`src/rtl/tmq_pkg.sv`:
```
// ----------------------------------------------------------------------------
// tmq_pkg
// Shared types and constants of the tagged receive match queue.
// ----------------------------------------------------------------------------
`default_nettype none

package tmq_pkg;

  localparam int unsigned TAG_W    = 64;
  localparam int unsigned ADDR_W   = 64;
  localparam int unsigned HDL_IO_W = 16;
  localparam int unsigned STAT_W   = 2;
  localparam int unsigned LIMIT_W  = 7;
  localparam int unsigned CFG_IDX_W = 2;
  localparam int unsigned CFG_W    = 64;

  // result status codes
  localparam logic [STAT_W-1:0] ST_POSTED  = 2'd0;
  localparam logic [STAT_W-1:0] ST_FULL    = 2'd1;
  localparam logic [STAT_W-1:0] ST_MATCHED = 2'd2;
  localparam logic [STAT_W-1:0] ST_NOMATCH = 2'd3;

  // item modes
  localparam logic MODE_POST  = 1'b0;
  localparam logic MODE_MATCH = 1'b1;

  // configuration register indexes
  localparam logic [CFG_IDX_W-1:0] CFG_QUEUE_LIMIT = 2'd0;
  localparam logic [CFG_IDX_W-1:0] CFG_WILDCARD    = 2'd1;

  localparam logic [LIMIT_W-1:0] LIMIT_RESET    = 7'd64;

  // one word as held between front and back
  typedef struct packed {
    logic                is_match;
    logic [TAG_W-1:0]    tag;
    logic [TAG_W-1:0]    ignore_mask;
    logic [ADDR_W-1:0]   peer_addr;
    logic [HDL_IO_W-1:0] entry_handle;
  } tmq_item_t;

  // front to back control
  typedef struct packed {
    logic valid;
  } tmq_fctl_t;

  // back to front control
  typedef struct packed {
    logic pop;
  } tmq_bctl_t;

endpackage

`default_nettype wire

```
`src/rtl/tmq_if.sv`:
```
// ----------------------------------------------------------------------------
// tmq_in_if / tmq_out_if
// Valid/ready channels carrying input words and result words.
// ----------------------------------------------------------------------------
`default_nettype none

interface tmq_in_if;
  logic                         valid;
  logic                         ready;
  logic                         mode;
  logic [tmq_pkg::TAG_W-1:0]    tag;
  logic [tmq_pkg::TAG_W-1:0]    ignore_mask;
  logic [tmq_pkg::ADDR_W-1:0]   peer_addr;
  logic [tmq_pkg::HDL_IO_W-1:0] entry_handle;

  modport source (output valid, mode, tag, ignore_mask, peer_addr, entry_handle,
                  input ready);
  modport sink   (input valid, mode, tag, ignore_mask, peer_addr, entry_handle,
                  output ready);
endinterface


`default_nettype wire

```
`src/rtl/tmq_front.sv`:
```
// ----------------------------------------------------------------------------
// tmq_front
// Accepts input words, classifies them and holds them in a two-word queue.
// ----------------------------------------------------------------------------
`default_nettype none

module tmq_front (
  input  wire logic               clk,
  input  wire logic               rst_n,
  tmq_in_if.sink                  in_item,
  output tmq_pkg::tmq_item_t      head,
  output tmq_pkg::tmq_fctl_t      fctl,
  input  tmq_pkg::tmq_bctl_t      bctl
);
  import tmq_pkg::*;

  tmq_item_t  q_r [2];
  logic       wr_ptr_r, rd_ptr_r;
  logic [1:0] cnt_r;
  logic       push, pop;
  tmq_item_t  in_word;

  // classify the incoming word
  always_comb begin
    in_word.is_match     = (in_item.mode == MODE_MATCH);
    in_word.tag          = in_item.tag;
    in_word.ignore_mask  = in_item.ignore_mask;
    in_word.peer_addr    = in_item.peer_addr;
    in_word.entry_handle = in_item.entry_handle;
  end

  assign in_item.ready = (cnt_r != 2'd2);
  assign push = in_item.valid && in_item.ready;
  assign pop  = bctl.pop && (cnt_r != 2'd0);

  // store payload
  always_ff @(posedge clk) begin
    if (push) begin
      q_r[wr_ptr_r] <= in_word;
    end
  end

  // advance pointers and fill
  always_ff @(posedge clk) begin
    if (!rst_n) begin
      wr_ptr_r <= 1'b0;
      rd_ptr_r <= 1'b0;
      cnt_r    <= 2'd0;
    end else begin
      if (push) wr_ptr_r <= ~wr_ptr_r;
      if (pop)  rd_ptr_r <= ~rd_ptr_r;
      cnt_r <= cnt_r + {1'b0, push} - {1'b0, pop};
    end
  end

  assign head       = q_r[rd_ptr_r];
  assign fctl.valid = (cnt_r != 2'd0);

  a_cnt_range: assert property (@(posedge clk) disable iff (!rst_n)
    cnt_r != 2'd3) else $error("front queue fill out of range");
  a_full_no_push: assert property (@(posedge clk) disable iff (!rst_n)
    (cnt_r == 2'd2 && !pop) |=> cnt_r == 2'd2) else $error("full queue lost a word");
  a_pop_nonempty: assert property (@(posedge clk) disable iff (!rst_n)
    (pop && !push) |=> cnt_r == $past(cnt_r) - 2'd1) else $error("pop count slip");

endmodule

`default_nettype wire

```
`src/flat_wrapper.sv`:
```
// flat-port wrapper written by rule: the top's interface ports become plain ports
module tmq_front_flat import tmq_pkg::*;
  (clk, rst_n, head, fctl, bctl, in_item_valid, in_item_mode, in_item_tag, in_item_ignore_mask, in_item_peer_addr, in_item_entry_handle, in_item_ready);
  tmq_in_if in_item_i ();
  input  wire logic clk;
  input  wire logic rst_n;
  output tmq_pkg::tmq_item_t head;
  output tmq_pkg::tmq_fctl_t fctl;
  input  tmq_pkg::tmq_bctl_t bctl;
  input wire logic [$bits(in_item_i.valid)-1:0] in_item_valid;
  input wire logic [$bits(in_item_i.mode)-1:0] in_item_mode;
  input wire logic [$bits(in_item_i.tag)-1:0] in_item_tag;
  input wire logic [$bits(in_item_i.ignore_mask)-1:0] in_item_ignore_mask;
  input wire logic [$bits(in_item_i.peer_addr)-1:0] in_item_peer_addr;
  input wire logic [$bits(in_item_i.entry_handle)-1:0] in_item_entry_handle;
  output wire logic [$bits(in_item_i.ready)-1:0] in_item_ready;
  assign in_item_i.valid = in_item_valid;
  assign in_item_i.mode = in_item_mode;
  assign in_item_i.tag = in_item_tag;
  assign in_item_i.ignore_mask = in_item_ignore_mask;
  assign in_item_i.peer_addr = in_item_peer_addr;
  assign in_item_i.entry_handle = in_item_entry_handle;
  assign in_item_ready = in_item_i.ready;
  tmq_front u_core (.clk(clk), .rst_n(rst_n), .in_item(in_item_i), .head(head), .fctl(fctl), .bctl(bctl));
endmodule
```
`config.mk`:
```
export PLATFORM = sky130hd
export DESIGN_NAME = tmq_front_flat
export DESIGN_NICKNAME = d
export VERILOG_FILES = /design/src/rtl/tmq_pkg.sv /design/src/rtl/tmq_if.sv /design/src/rtl/tmq_front.sv /design/src/flat_wrapper.sv
export SDC_FILE = /design/constraint.sdc
export NUM_CORES = 1
export LEC_CHECK = 0
export BUFFER_PORTS_ARGS = -buffer_cell sky130_fd_sc_hd__clkbuf_2
export CORE_AREA = 2 2 250 252
export CTS_BUF_LIST = sky130_fd_sc_hd__clkbuf_4 sky130_fd_sc_hd__clkbuf_8
export DETAILED_ROUTE_END_ITERATION = 6
export DIE_AREA = 0 0 252 254
export SYNTH_ARGS = -nofsm -noshare
export SYNTH_HDL_FRONTEND = slang
export SYNTH_SLANG_ARGS = --single-unit
export TNS_END_PERCENT = 100
```
`constraint.sdc`:
```
create_clock -name clk -period 31.1 [get_ports clk]
set_input_delay 1.555 -clock clk [delete_from_list [all_inputs] [get_ports clk]]
set_output_delay 1.555 -clock clk [all_outputs]
set_load 0.005 [all_outputs]
```
==> results of run 1 <==
==> area by class of cell <==
cell class / instances / area, um^2
inverter: 3 / 11.3
tap: 790 / 988
sequential: 423 / 12700
fill: 5963 / 41200
multi-input combinational: 228 / 2870
clock inverter: 28 / 155
timing repair buffer: 432 / 2180
clock buffer: 97 / 1180
==> state kept, by name, summed over array words and instances, names as in the netlist, named ones only <==
register	flops
u_core.q_r	418
u_core.cnt_r	2
u_core.rd_ptr_r	1
u_core.wr_ptr_r	1
==> worst max path at each step <==
stage | startpoint | to | slack (ns)
3_3_place_gp | in_item_valid | u_core.q_r[0][110] | 26.39
5_1_grt | flip-flop | head[115] | 25.65
4_1_cts | flip-flop | head[115] | 25.77
2_1_floorplan | in_item_valid | u_core.q_r[0][0] | 19.41
6_report | flip-flop | head[115] | 25.94
3_5_place_dp | in_item_valid | u_core.q_r[0][140] | 26.34
==> critical path, stage by stage, from the launching register on <==
cell and delay, ns:
dfxtp_4 0.84, buf_4 0.72, buf_4 0.80, mux2_4 0.36, clkbuf_2 0.11
==> cells in the mapped netlist (all sizes together) <==
cell | instances | area share (%)
and2 | 3 | 0.12
and3 | 1 | 0.040
buf | 23 | 1.5
dfxtp | 5 | 0.64
edfxtp | 418 | 80
ha | 2 | 0.16
inv | 3 | 0.071
mux2 | 209 | 17
nand2 | 1 | 0.024
nand2b | 1 | 0.040
nand4b | 1 | 0.056
nor2 | 3 | 0.071
nor2b | 1 | 0.040
nor3 | 1 | 0.032
o21a | 1 | 0.048
o21ai | 1 | 0.032
or2 | 1 | 0.040
xnor2 | 1 | 0.056
xor2 | 1 | 0.056
==> power by group <==
part           internal (mW)  switching, mW  total [mW]
combinational          0.198          0.171       0.369
clock                  0.253          0.207       0.460
sequential             0.724         0.0289       0.752
total                   1.18          0.406        1.58
==> metal layers <==
layer / share of wire (%) / routed length, um
met2: 49 / 15700
met1: 38 / 12300
met3: 11 / 3490
met5: 0.089 / 29
met4: 2.6 / 851
==> per-stage QoR <==
step | hold WS [ns] | util (%)
final | 0.517 | 32.7
after global routing | 0.543 | 32.7
after CTS | 0.521 | 32.7
after detailed placement | 0.504 | 30.5
after global placement | 0.493 | 30.5
after floorplan | 0.453 | -
==> cell families (layout without fill, tap and decap cells) <==
kind of cell / Yosys count / after routing / synth area share, %
AOI/OAI and AO/OA: 2 / 2 / 0.0794
and+or+nand+nor: 13 / 13 / 0.461
DFF: 423 / 423 / 80.3
adders and majority gates: 2 / 2 / 0.159
muxes: 209 / 209 / 17.3
xor gates and xnor gates: 2 / 2 / 0.111
buffers and inverters: 26 / 560 / 1.53
==> reports/qor.csv, run 1 <==
stage,metric,value,unit
cts,Clock transition at path regs,0.06,ns
synthesis,synth warn,0,
timing,Clock Skews,0.0241,ns
finish,"most common cell after layout, fill and taps aside",clkbuf_2,
power_and_ir_drop,total power,1.58,mW
timing,Max Slew Vio Count,0,
setup_path,crit path launch type,flip-flop,
worst_hold_path,hold depth,2,
synthesis,mean post-synth cell area,23.3,um^2
cts,setup bufs post-CTS,0,
cts,CTS Buf Count,72,
synthesis,Mapped Area,0.0158,mm^2
floorplan,Std-Cell Rows,91,
setup_path,Reg2Reg Depth,5,
drt,number of vias per cell,3.97,
floorplan,core area,0.0613,mm^2
timing,maximum clock frequency,0.194,GHz
timing,period utilization,16.6,%
floorplan,DIE AREA,0.0640,mm^2
drt,DRC errors left,0,
floorplan,Die Span Y,254,um
drt,total routed wirelength,32400,um
timing,actual slew at the worst max-slew pin,1.15,ns
synthesis,sequential area share after synthesis,80.3,%
drt,ANT nets after route,0,
finish,# nets final,1375,
global_route,pin count of the biggest net entering global routing,70,
place,dpl ws,26.34,ns
setup_path,path type of the worst setup path,flip-flop to primary output,
synthesis,#FFs+latches synth,423,
place,HPWL Detailed,22100,um
drt,drt wl/cell,16.2,um
global_route,GRT met3 Usage,4.58,%
timing,Setup WS post-layout,25.94,ns
worst_hold_path,worst min path class,flip-flop to flip-flop,
finish,antenna cells,0,
finish,share of cells above drive strength 1,62.2,%
status,outcome,finished clean,
worst_hold_path,min-delay src,u_core.rd_ptr_r,
global_route,number of global-route vias before repair,8287,
setup_path,r2r setup slk,27.48,ns
worst_hold_path,hold endpoint,u_core.rd_ptr_r,
finish,Area growth syn-to-layout,27.3,%
finish,Final Non-Filler Cells,2001,
floorplan,Initial Util,25.7,%
cts,root buf cell,clkbuf_8,
place,PortBufs,423,
global_route,grt ovf,0,
timing,Setup Viol. Count Final,0,
setup_path,Worst setup EP type,primary output,
setup_path,crit path DAT,3.61,ns
finish,most frequent cells in the layout,"clkbuf_2 (423), edfxtp_1 (418), mux2_2 (109), mux2_4 (100), clkbuf_8 (72)",
floorplan,IO Count,424,
drt,detailed-route via count,7953,
global_route,met2 Use GR,15.7,%
timing,RSZ-0062 raised after global routing,false,
power_and_ir_drop,Leakage,7.64,nW
cts,CTS tree,built,
setup_path,worst r2r src,u_core.cnt_r[0],
power_and_ir_drop,maximum VDD drop,0.0000580,V
cts,buffer depth of the longest clock path,3,
global_route,Global Route met1 Usage,10.6,%
global_route,initial antenna violation count,4,
global_route,first-pass GRT wire length,46900,um
place,Cells after DPL,1876,
timing,Final min period,5.16,ns
setup_path,CP Max Fanout,55,
setup_path,reg-to-reg endpoint,u_core.q_r[0][141],
power_and_ir_drop,Power Density,78.9,mW/mm^2
finish,cell area after layout,0.0200,mm^2
place,DP Area,0.0187,mm^2
drt,First DRT Iteration DRCs,304,
drt,first drt pass iteration count,6,
timing,setup TNS,0,ns
cts,Clock Latency Late Sink,0.60,ns
global_route,Top Usage Layer GRT,met2,
cts,H-tree depth,3,
place,GPL Wtd Cong,0.722,
run,MaxCap Viol Count,0,
timing,Slew Limit Headroom,22.9,%
floorplan,Chip Width,252,um
cts,CTS Sinks,423,
synthesis,syn nets,892,
timing,"Hold Vio Cnt, Final",0,
cts,cts hold-fix bufs,0,
global_route,Total GRT Usage,9.65,%
cts,post_cts resized,0,
synthesis,Post-Synthesis Cells,677,
synthesis,Yosys cell types,23,
setup_path,WP data required,29.55,ns
Note: power is estimated with default switching activity, not from simulation.
==> run 2: changes to the inputs <==
- clock period: 31.1 -> 4.2 ns (I/O delays scaled with it)
==> reports/qor.csv, run 2 (synthesis results as in run 1) <==
stage,metric,value,unit,change
cts,buffer depth of the longest clock path,3,,unchanged
floorplan,Chip Width,252,um,unchanged
timing,period utilization,65.5,%,
finish,"most common cell after layout, fill and taps aside",clkbuf_2,,
timing,Max Slew Vio Count,0,,unchanged
setup_path,path type of the worst setup path,flip-flop to primary output,,
finish,"Core Util, Final",36.6,%,+3.9 points
worst_hold_path,worst min path class,primary input to flip-flop,,
power_and_ir_drop,Leakage,8.64,nW,+13%
setup_path,CP Max Fanout,55,,unchanged
setup_path,crit path launch type,flip-flop,,
drt,ANT nets after route,0,,unchanged
floorplan,IO Count,424,,unchanged
drt,first drt pass iteration count,4,,-2
global_route,number of global-route vias before repair,9752,,+18%
setup_path,Reg2Reg Depth,3,,-2
timing,Setup Viol. Count Final,0,,unchanged
power_and_ir_drop,total power,12.3,mW,+680%
worst_hold_path,min-delay src,in_item_peer_addr[45],,
floorplan,DIE AREA,0.0640,mm^2,unchanged
finish,most frequent cells in the layout,"clkbuf_2 (423), edfxtp_1 (418), dlygate4sd3_1 (212), mux2_2 (109), mux2_4 (100)",,
timing,RSZ-0062 raised after global routing,false,,
setup_path,r2r setup slk,2.02,ns,-25.46 ns
power_and_ir_drop,maximum VDD drop,0.000372,V,+540%
cts,H-tree depth,3,,unchanged
floorplan,core area,0.0613,mm^2,unchanged
finish,Filler cells,5757,,-3.5%
drt,DRC errors left,0,,unchanged
cts,CTS Sinks,423,,unchanged
worst_hold_path,hold depth,2,,unchanged
finish,Area growth syn-to-layout,42.3,%,
floorplan,Die Span Y,254,um,unchanged
setup_path,Worst setup EP type,primary output,,
worst_hold_path,hold endpoint,u_core.q_r[0][61],,
timing,setup TNS,0,ns,unchanged
cts,post_cts resized,0,,unchanged
place,PortBufs,423,,unchanged
timing,Slew Limit Headroom,38.9,%,+16 points
cts,CTS tree,built,,
power_and_ir_drop,Power Density,547,mW/mm^2,+590%
timing,Clock Skews,0.0242,ns,+0.0000904 ns
finish,FF/Latch Area,0.0127,mm^2,unchanged
run,MaxCap Viol Count,0,,unchanged
setup_path,crit path DAT,2.54,ns,-1.07 ns
timing,actual slew at the worst max-slew pin,0.917,ns,-0.237 ns
finish,share of cells above drive strength 1,53.6,%,-8.6 points
setup_path,reg-to-reg endpoint,u_core.q_r[1][154],,
setup_path,WP data required,3.99,ns,-25.56 ns
finish,area of the multi-input gates,0.00288,mm^2,+0.35%
place,DP Area,0.0189,mm^2,+0.76%
drt,detailed-route via count,8918,,+12%
cts,CTS Buf Count,74,,+2.8%
setup_path,worst r2r src,u_core.cnt_r[0],,
cts,root buf cell,clkbuf_8,,
global_route,Total GRT Usage,10.8,%,+1.1 points
global_route,initial antenna violation count,6,,+2
drt,First DRT Iteration DRCs,313,,+3.0%
finish,Largest register FFs,418,,unchanged
cts,Clock Latency Late Sink,0.62,ns,+0.02 ns
place,GPL Wtd Cong,0.716,,-0.72%
status,outcome,finished clean,,
drt,drt wl/cell,16.1,um,-0.63%
global_route,first-pass GRT wire length,52800,um,+12%
finish,Regs by FF count,"u_core.q_r: 418 flops, u_core.cnt_r: 2 flops",,
floorplan,Initial Util,25.7,%,unchanged
finish,Largest Register,u_core.q_r,,
drt,number of vias per cell,4.00,,+0.66%
finish,cell area after layout,0.0224,mm^2,+12%
timing,"Hold Vio Cnt, Final",0,,unchanged
global_route,pin count of the biggest net entering global routing,90,,+29%
floorplan,Std-Cell Rows,91,,unchanged
timing,maximum clock frequency,0.364,GHz,
global_route,grt ovf,0,,unchanged
timing,Final min period,2.75,ns,
finish,# nets final,1595,,+16%
place,HPWL Detailed,22700,um,+2.8%
drt,total routed wirelength,35900,um,+11%
cts,Clock transition at path regs,0.06,ns,about the same
## run 2: worst max-delay path by stage
stage	start	end	slack (ns)	cells past startpoint
after detailed placement	u_core.cnt_r[0]	u_core.q_r[1][198]	2.01	3
after floorplan	u_core.cnt_r[0]	u_core.q_r[0][0]	0.02	3
final	flip-flop	head[83]	1.45	3
after global placement	u_core.cnt_r[0]	u_core.q_r[1][144]	2.05	3
after global routing	flip-flop	head[83]	1.23	3
after CTS	flip-flop	head[83]	1.27	3
## run 2: through the flow
stage	setup slack (ns)	hold WS, ns	std cells
3_5_place_dp	2.01	0.402	1882
2_1_floorplan	0.0172	0.309	677
5_1_grt	1.23	0.250	2229
6_report	1.45	0.316	2229
3_3_place_gp	2.05	0.399	1882
4_1_cts	1.27	0.207	2227
## run 2: routing by layer
metal	track usage (%)	part of all wire [%]
met1	12.1	40
met2	18.2	50
met3	3.96	7.6
met4	4.99	2.3
met5	0	0.14
## run 2: where the power goes
part | switching [mW] | total (mW) | internal (mW)
Clock | 1.62 | 3.66 | 2.04
Combinational | 1.37 | 3.03 | 1.66
Sequential | 0.227 | 5.58 | 5.35
## run 2: layout make-up
cell class	instances	area share [%]
antenna	2	0.0223
inverter	3	0.0502
clock inverter	32	0.893
multi-input combinational	228	12.8
clock buffer	101	5.53
timing repair buffer	650	19.8
tap	790	4.41
sequential	423	56.5
## run 2: critical path, cell delays in order, from the launching register on
cell and delay (ns):
dfxtp_4 0.95, buf_12 0.40, mux2_2 0.39, clkbuf_2 0.12
## run 2: timing repair
action                                  in CTS  in global routing
hold buffers                               212                  0
hold endpoints to repair                   423                  0
setup buffers                                0                  0
endpoints found under the setup margin       0                  0
==> run 3: changes to the inputs <==
- clock period: 4.2 -> 2.4 ns (I/O delays scaled with it)
==> reports/qor.csv, run 3 (synthesis results as in run 1) <==
stage,metric,value,unit,change
power_and_ir_drop,total power,21.6,mW,+76%
place,HPWL Detailed,24000,um,+5.9%
finish,Largest register FFs,418,,unchanged
finish,"most common cell after layout, fill and taps aside",clkbuf_2,,
timing,setup TNS,0,ns,unchanged
setup_path,crit path cell chain,buf_12 > buf_12 > mux2_4 > clkbuf_2,,
drt,number of vias per cell,4.02,,+0.46%
timing,actual slew at the worst max-slew pin,0.422,ns,-0.495 ns
cts,CTS Sinks,423,,unchanged
setup_path,crit path DAT,2.11,ns,-0.43 ns
place,dpl ws,0.684,ns,-1.33 ns
power_and_ir_drop,sequential power share,44.5,%,-1.0 points
timing,RSZ-0062 raised after global routing,false,,
place,DP Area,0.0191,mm^2,+1.6%
run,MaxCap Viol Count,0,,unchanged
global_route,number of global-route vias before repair,9881,,+1.3%
global_route,grt ovf,0,,unchanged
drt,first drt pass iteration count,4,,unchanged
floorplan,DIE AREA,0.0640,mm^2,unchanged
timing,maximum clock frequency,0.449,GHz,
power_and_ir_drop,Power Density,952,mW/mm^2,+74%
setup_path,Worst setup EP type,primary output,,
setup_path,WP data required,2.28,ns,-1.71 ns
timing,Slew Limit Headroom,71.9,%,+33 points
global_route,met2 Use GR,18.9,%,+0.67 points
global_route,Top Usage Layer GRT,met2,,
place,Cells after DPL,1908,,+1.4%
setup_path,worst path bufs/invs,3,,+1
cts,CTS Buf Count,73,,-1.4%
timing,Setup Viol. Count Final,0,,unchanged
global_route,initial antenna violation count,2,,-4
setup_path,"CP delay by family, top",buffers and inverters,,
drt,ANT nets after route,0,,unchanged
setup_path,path type of the worst setup path,flip-flop to primary output,,
drt,total routed wirelength,36400,um,+1.5%
power_and_ir_drop,maximum VDD drop,0.000607,V,+63%
finish,# nets final,1621,,+1.6%
floorplan,Initial Util,25.7,%,unchanged
finish,Filler cells,5689,,-1.2%
global_route,first-pass GRT wire length,53900,um,+2.2%
global_route,Total GRT Usage,11.0,%,+0.23 points
cts,root buf cell,clkbuf_8,,
floorplan,core area,0.0613,mm^2,unchanged
cts,setup bufs post-CTS,0,,unchanged
drt,First DRT Iteration DRCs,385,,+23%
place,PortBufs,423,,unchanged
status,outcome,finished clean,,
setup_path,critical path's largest stage delay,0.37,ns,-0.58 ns
timing,period utilization,92.8,%,
timing,Max Slew Vio Count,0,,unchanged
drt,detailed-route via count,9011,,+1.0%
finish,"Core Util, Final",37.0,%,+0.39 points
power_and_ir_drop,Comb pwr share,26.5,%,+1.8 points
power_and_ir_drop,Int Pwr,16.0,mW,+76%
power_and_ir_drop,Sw Share,26.1,%,-0.15 points
power_and_ir_drop,Switch Pwr,5.63,mW,+75%
finish,cell area after layout,0.0227,mm^2,+1.1%
setup_path,Crit-path slowest cell,dfxtp_4,,
cts,H-tree depth,3,,unchanged
timing,"Hold Vio Cnt, Final",0,,unchanged
worst_hold_path,worst min path class,primary input to flip-flop,,
finish,most frequent cells in the layout,"clkbuf_2 (423), edfxtp_1 (418), dlygate4sd3_1 (213), mux2_2 (109), mux2_4 (100)",,
floorplan,Die Span Y,254,um,unchanged
drt,DRC errors left,0,,unchanged
finish,Largest Register,u_core.q_r,,
global_route,pin count of the biggest net entering global routing,67,,-26%
global_route,Global Route met1 Usage,12.2,%,+0.14 points
cts,CTS tree,built,,
place,GPL Wtd Cong,0.704,,-1.7%
timing,Fin Hold WS,0.231,ns,-0.0856 ns
finish,antenna cells,0,,-2
floorplan,IO Count,424,,unchanged
finish,share of cells above drive strength 1,54.3,%,+0.75 points
cts,Clock transition at path regs,0.06,ns,about the same
power_and_ir_drop,Leakage,8.78,nW,+1.6%
power_and_ir_drop,clock power share,29.0,%,-0.8 points
cts,buffer depth of the longest clock path,3,,unchanged
timing,Clock Skews,0.0155,ns,-0.00869 ns
setup_path,CP Max Fanout,50,,-9.1%
finish,Regs by FF count,"u_core.q_r: 418 flops, u_core.cnt_r: 2 flops",,
floorplan,Chip Width,252,um,unchanged
setup_path,crit path launch type,flip-flop,,
global_route,GRT met3 Usage,3.93,%,-0.031 points
timing,Final min period,2.23,ns,
finish,Final Non-Filler Cells,2242,,+0.58%
cts,Clock Latency Late Sink,0.62,ns,about the same
setup_path,Most Frequent Cell on Critical Path,buf_12,,
timing,Setup WS post-layout,0.173,ns,-1.28 ns
finish,Area growth syn-to-layout,43.9,%,
drt,drt wl/cell,16.2,um,+0.88%
floorplan,Std-Cell Rows,91,,unchanged
## run 3: cell count changes in the layout (fill, tap and decap cells not counted), moves of 4 or more
cell | previous run | this run
buf_12 | 7 | 15
buf_4 | 8 | 26
clkbuf_4 | 24 | 20
clkinv_1 | 16 | 12
## run 3: worst paths after layout
| path | from | end | slack [ns] | cells after the start |
|---|---|---|---|---|
| setup / recovery | flip-flop | head[174] | 0.17 | 4 |
| hold / removal | in_item_peer_addr[22] | u_core.q_r[1][38] | 0.23 | 2 |
| setup reg to reg | u_core.cnt_r[1] | u_core.cnt_r[0] | 0.44 | 6 |
| hold reg to reg | u_core.rd_ptr_r | flip-flop | 0.53 | 2 |
## run 3: power by group through the flow
stage	clock [mW]	combinational (mW)	sequential [mW]
6_report	6.26	5.72	9.61
5_1_grt	6.80	6.17	9.68
4_1_cts	6.50	5.83	9.61
3_5_place_dp	0	5.51	9.76
3_3_place_gp	0	5.48	9.69
2_1_floorplan	0	3.20	9.77
## run 3: cell type report
type	instances	area, um^2	share of cell area (%)
clock buffer	95	1180	5.22
sequential	423	12700	55.9
timing repair buffer	677	4740	20.9
tap	790	988	4.36
inverter	3	11.3	0.0497
clock inverter	26	198	0.872
multi-input combinational	228	2880	12.7
## run 3: layer usage
layer / vias to the layer above / part of all wire, % / wire, um
met1: 4428 / 40 / 14500
met4: 4 / 2.6 / 941
met5: - / 0.060 / 22
li1: 4172 / - / -
met2: 337 / 50 / 18200
met3: 70 / 7.6 / 2780
## run 3: what timing repair did
action,CTS,global route
hold buffers,213,0
gates resized for setup,0,0
hold endpoints to repair,423,0
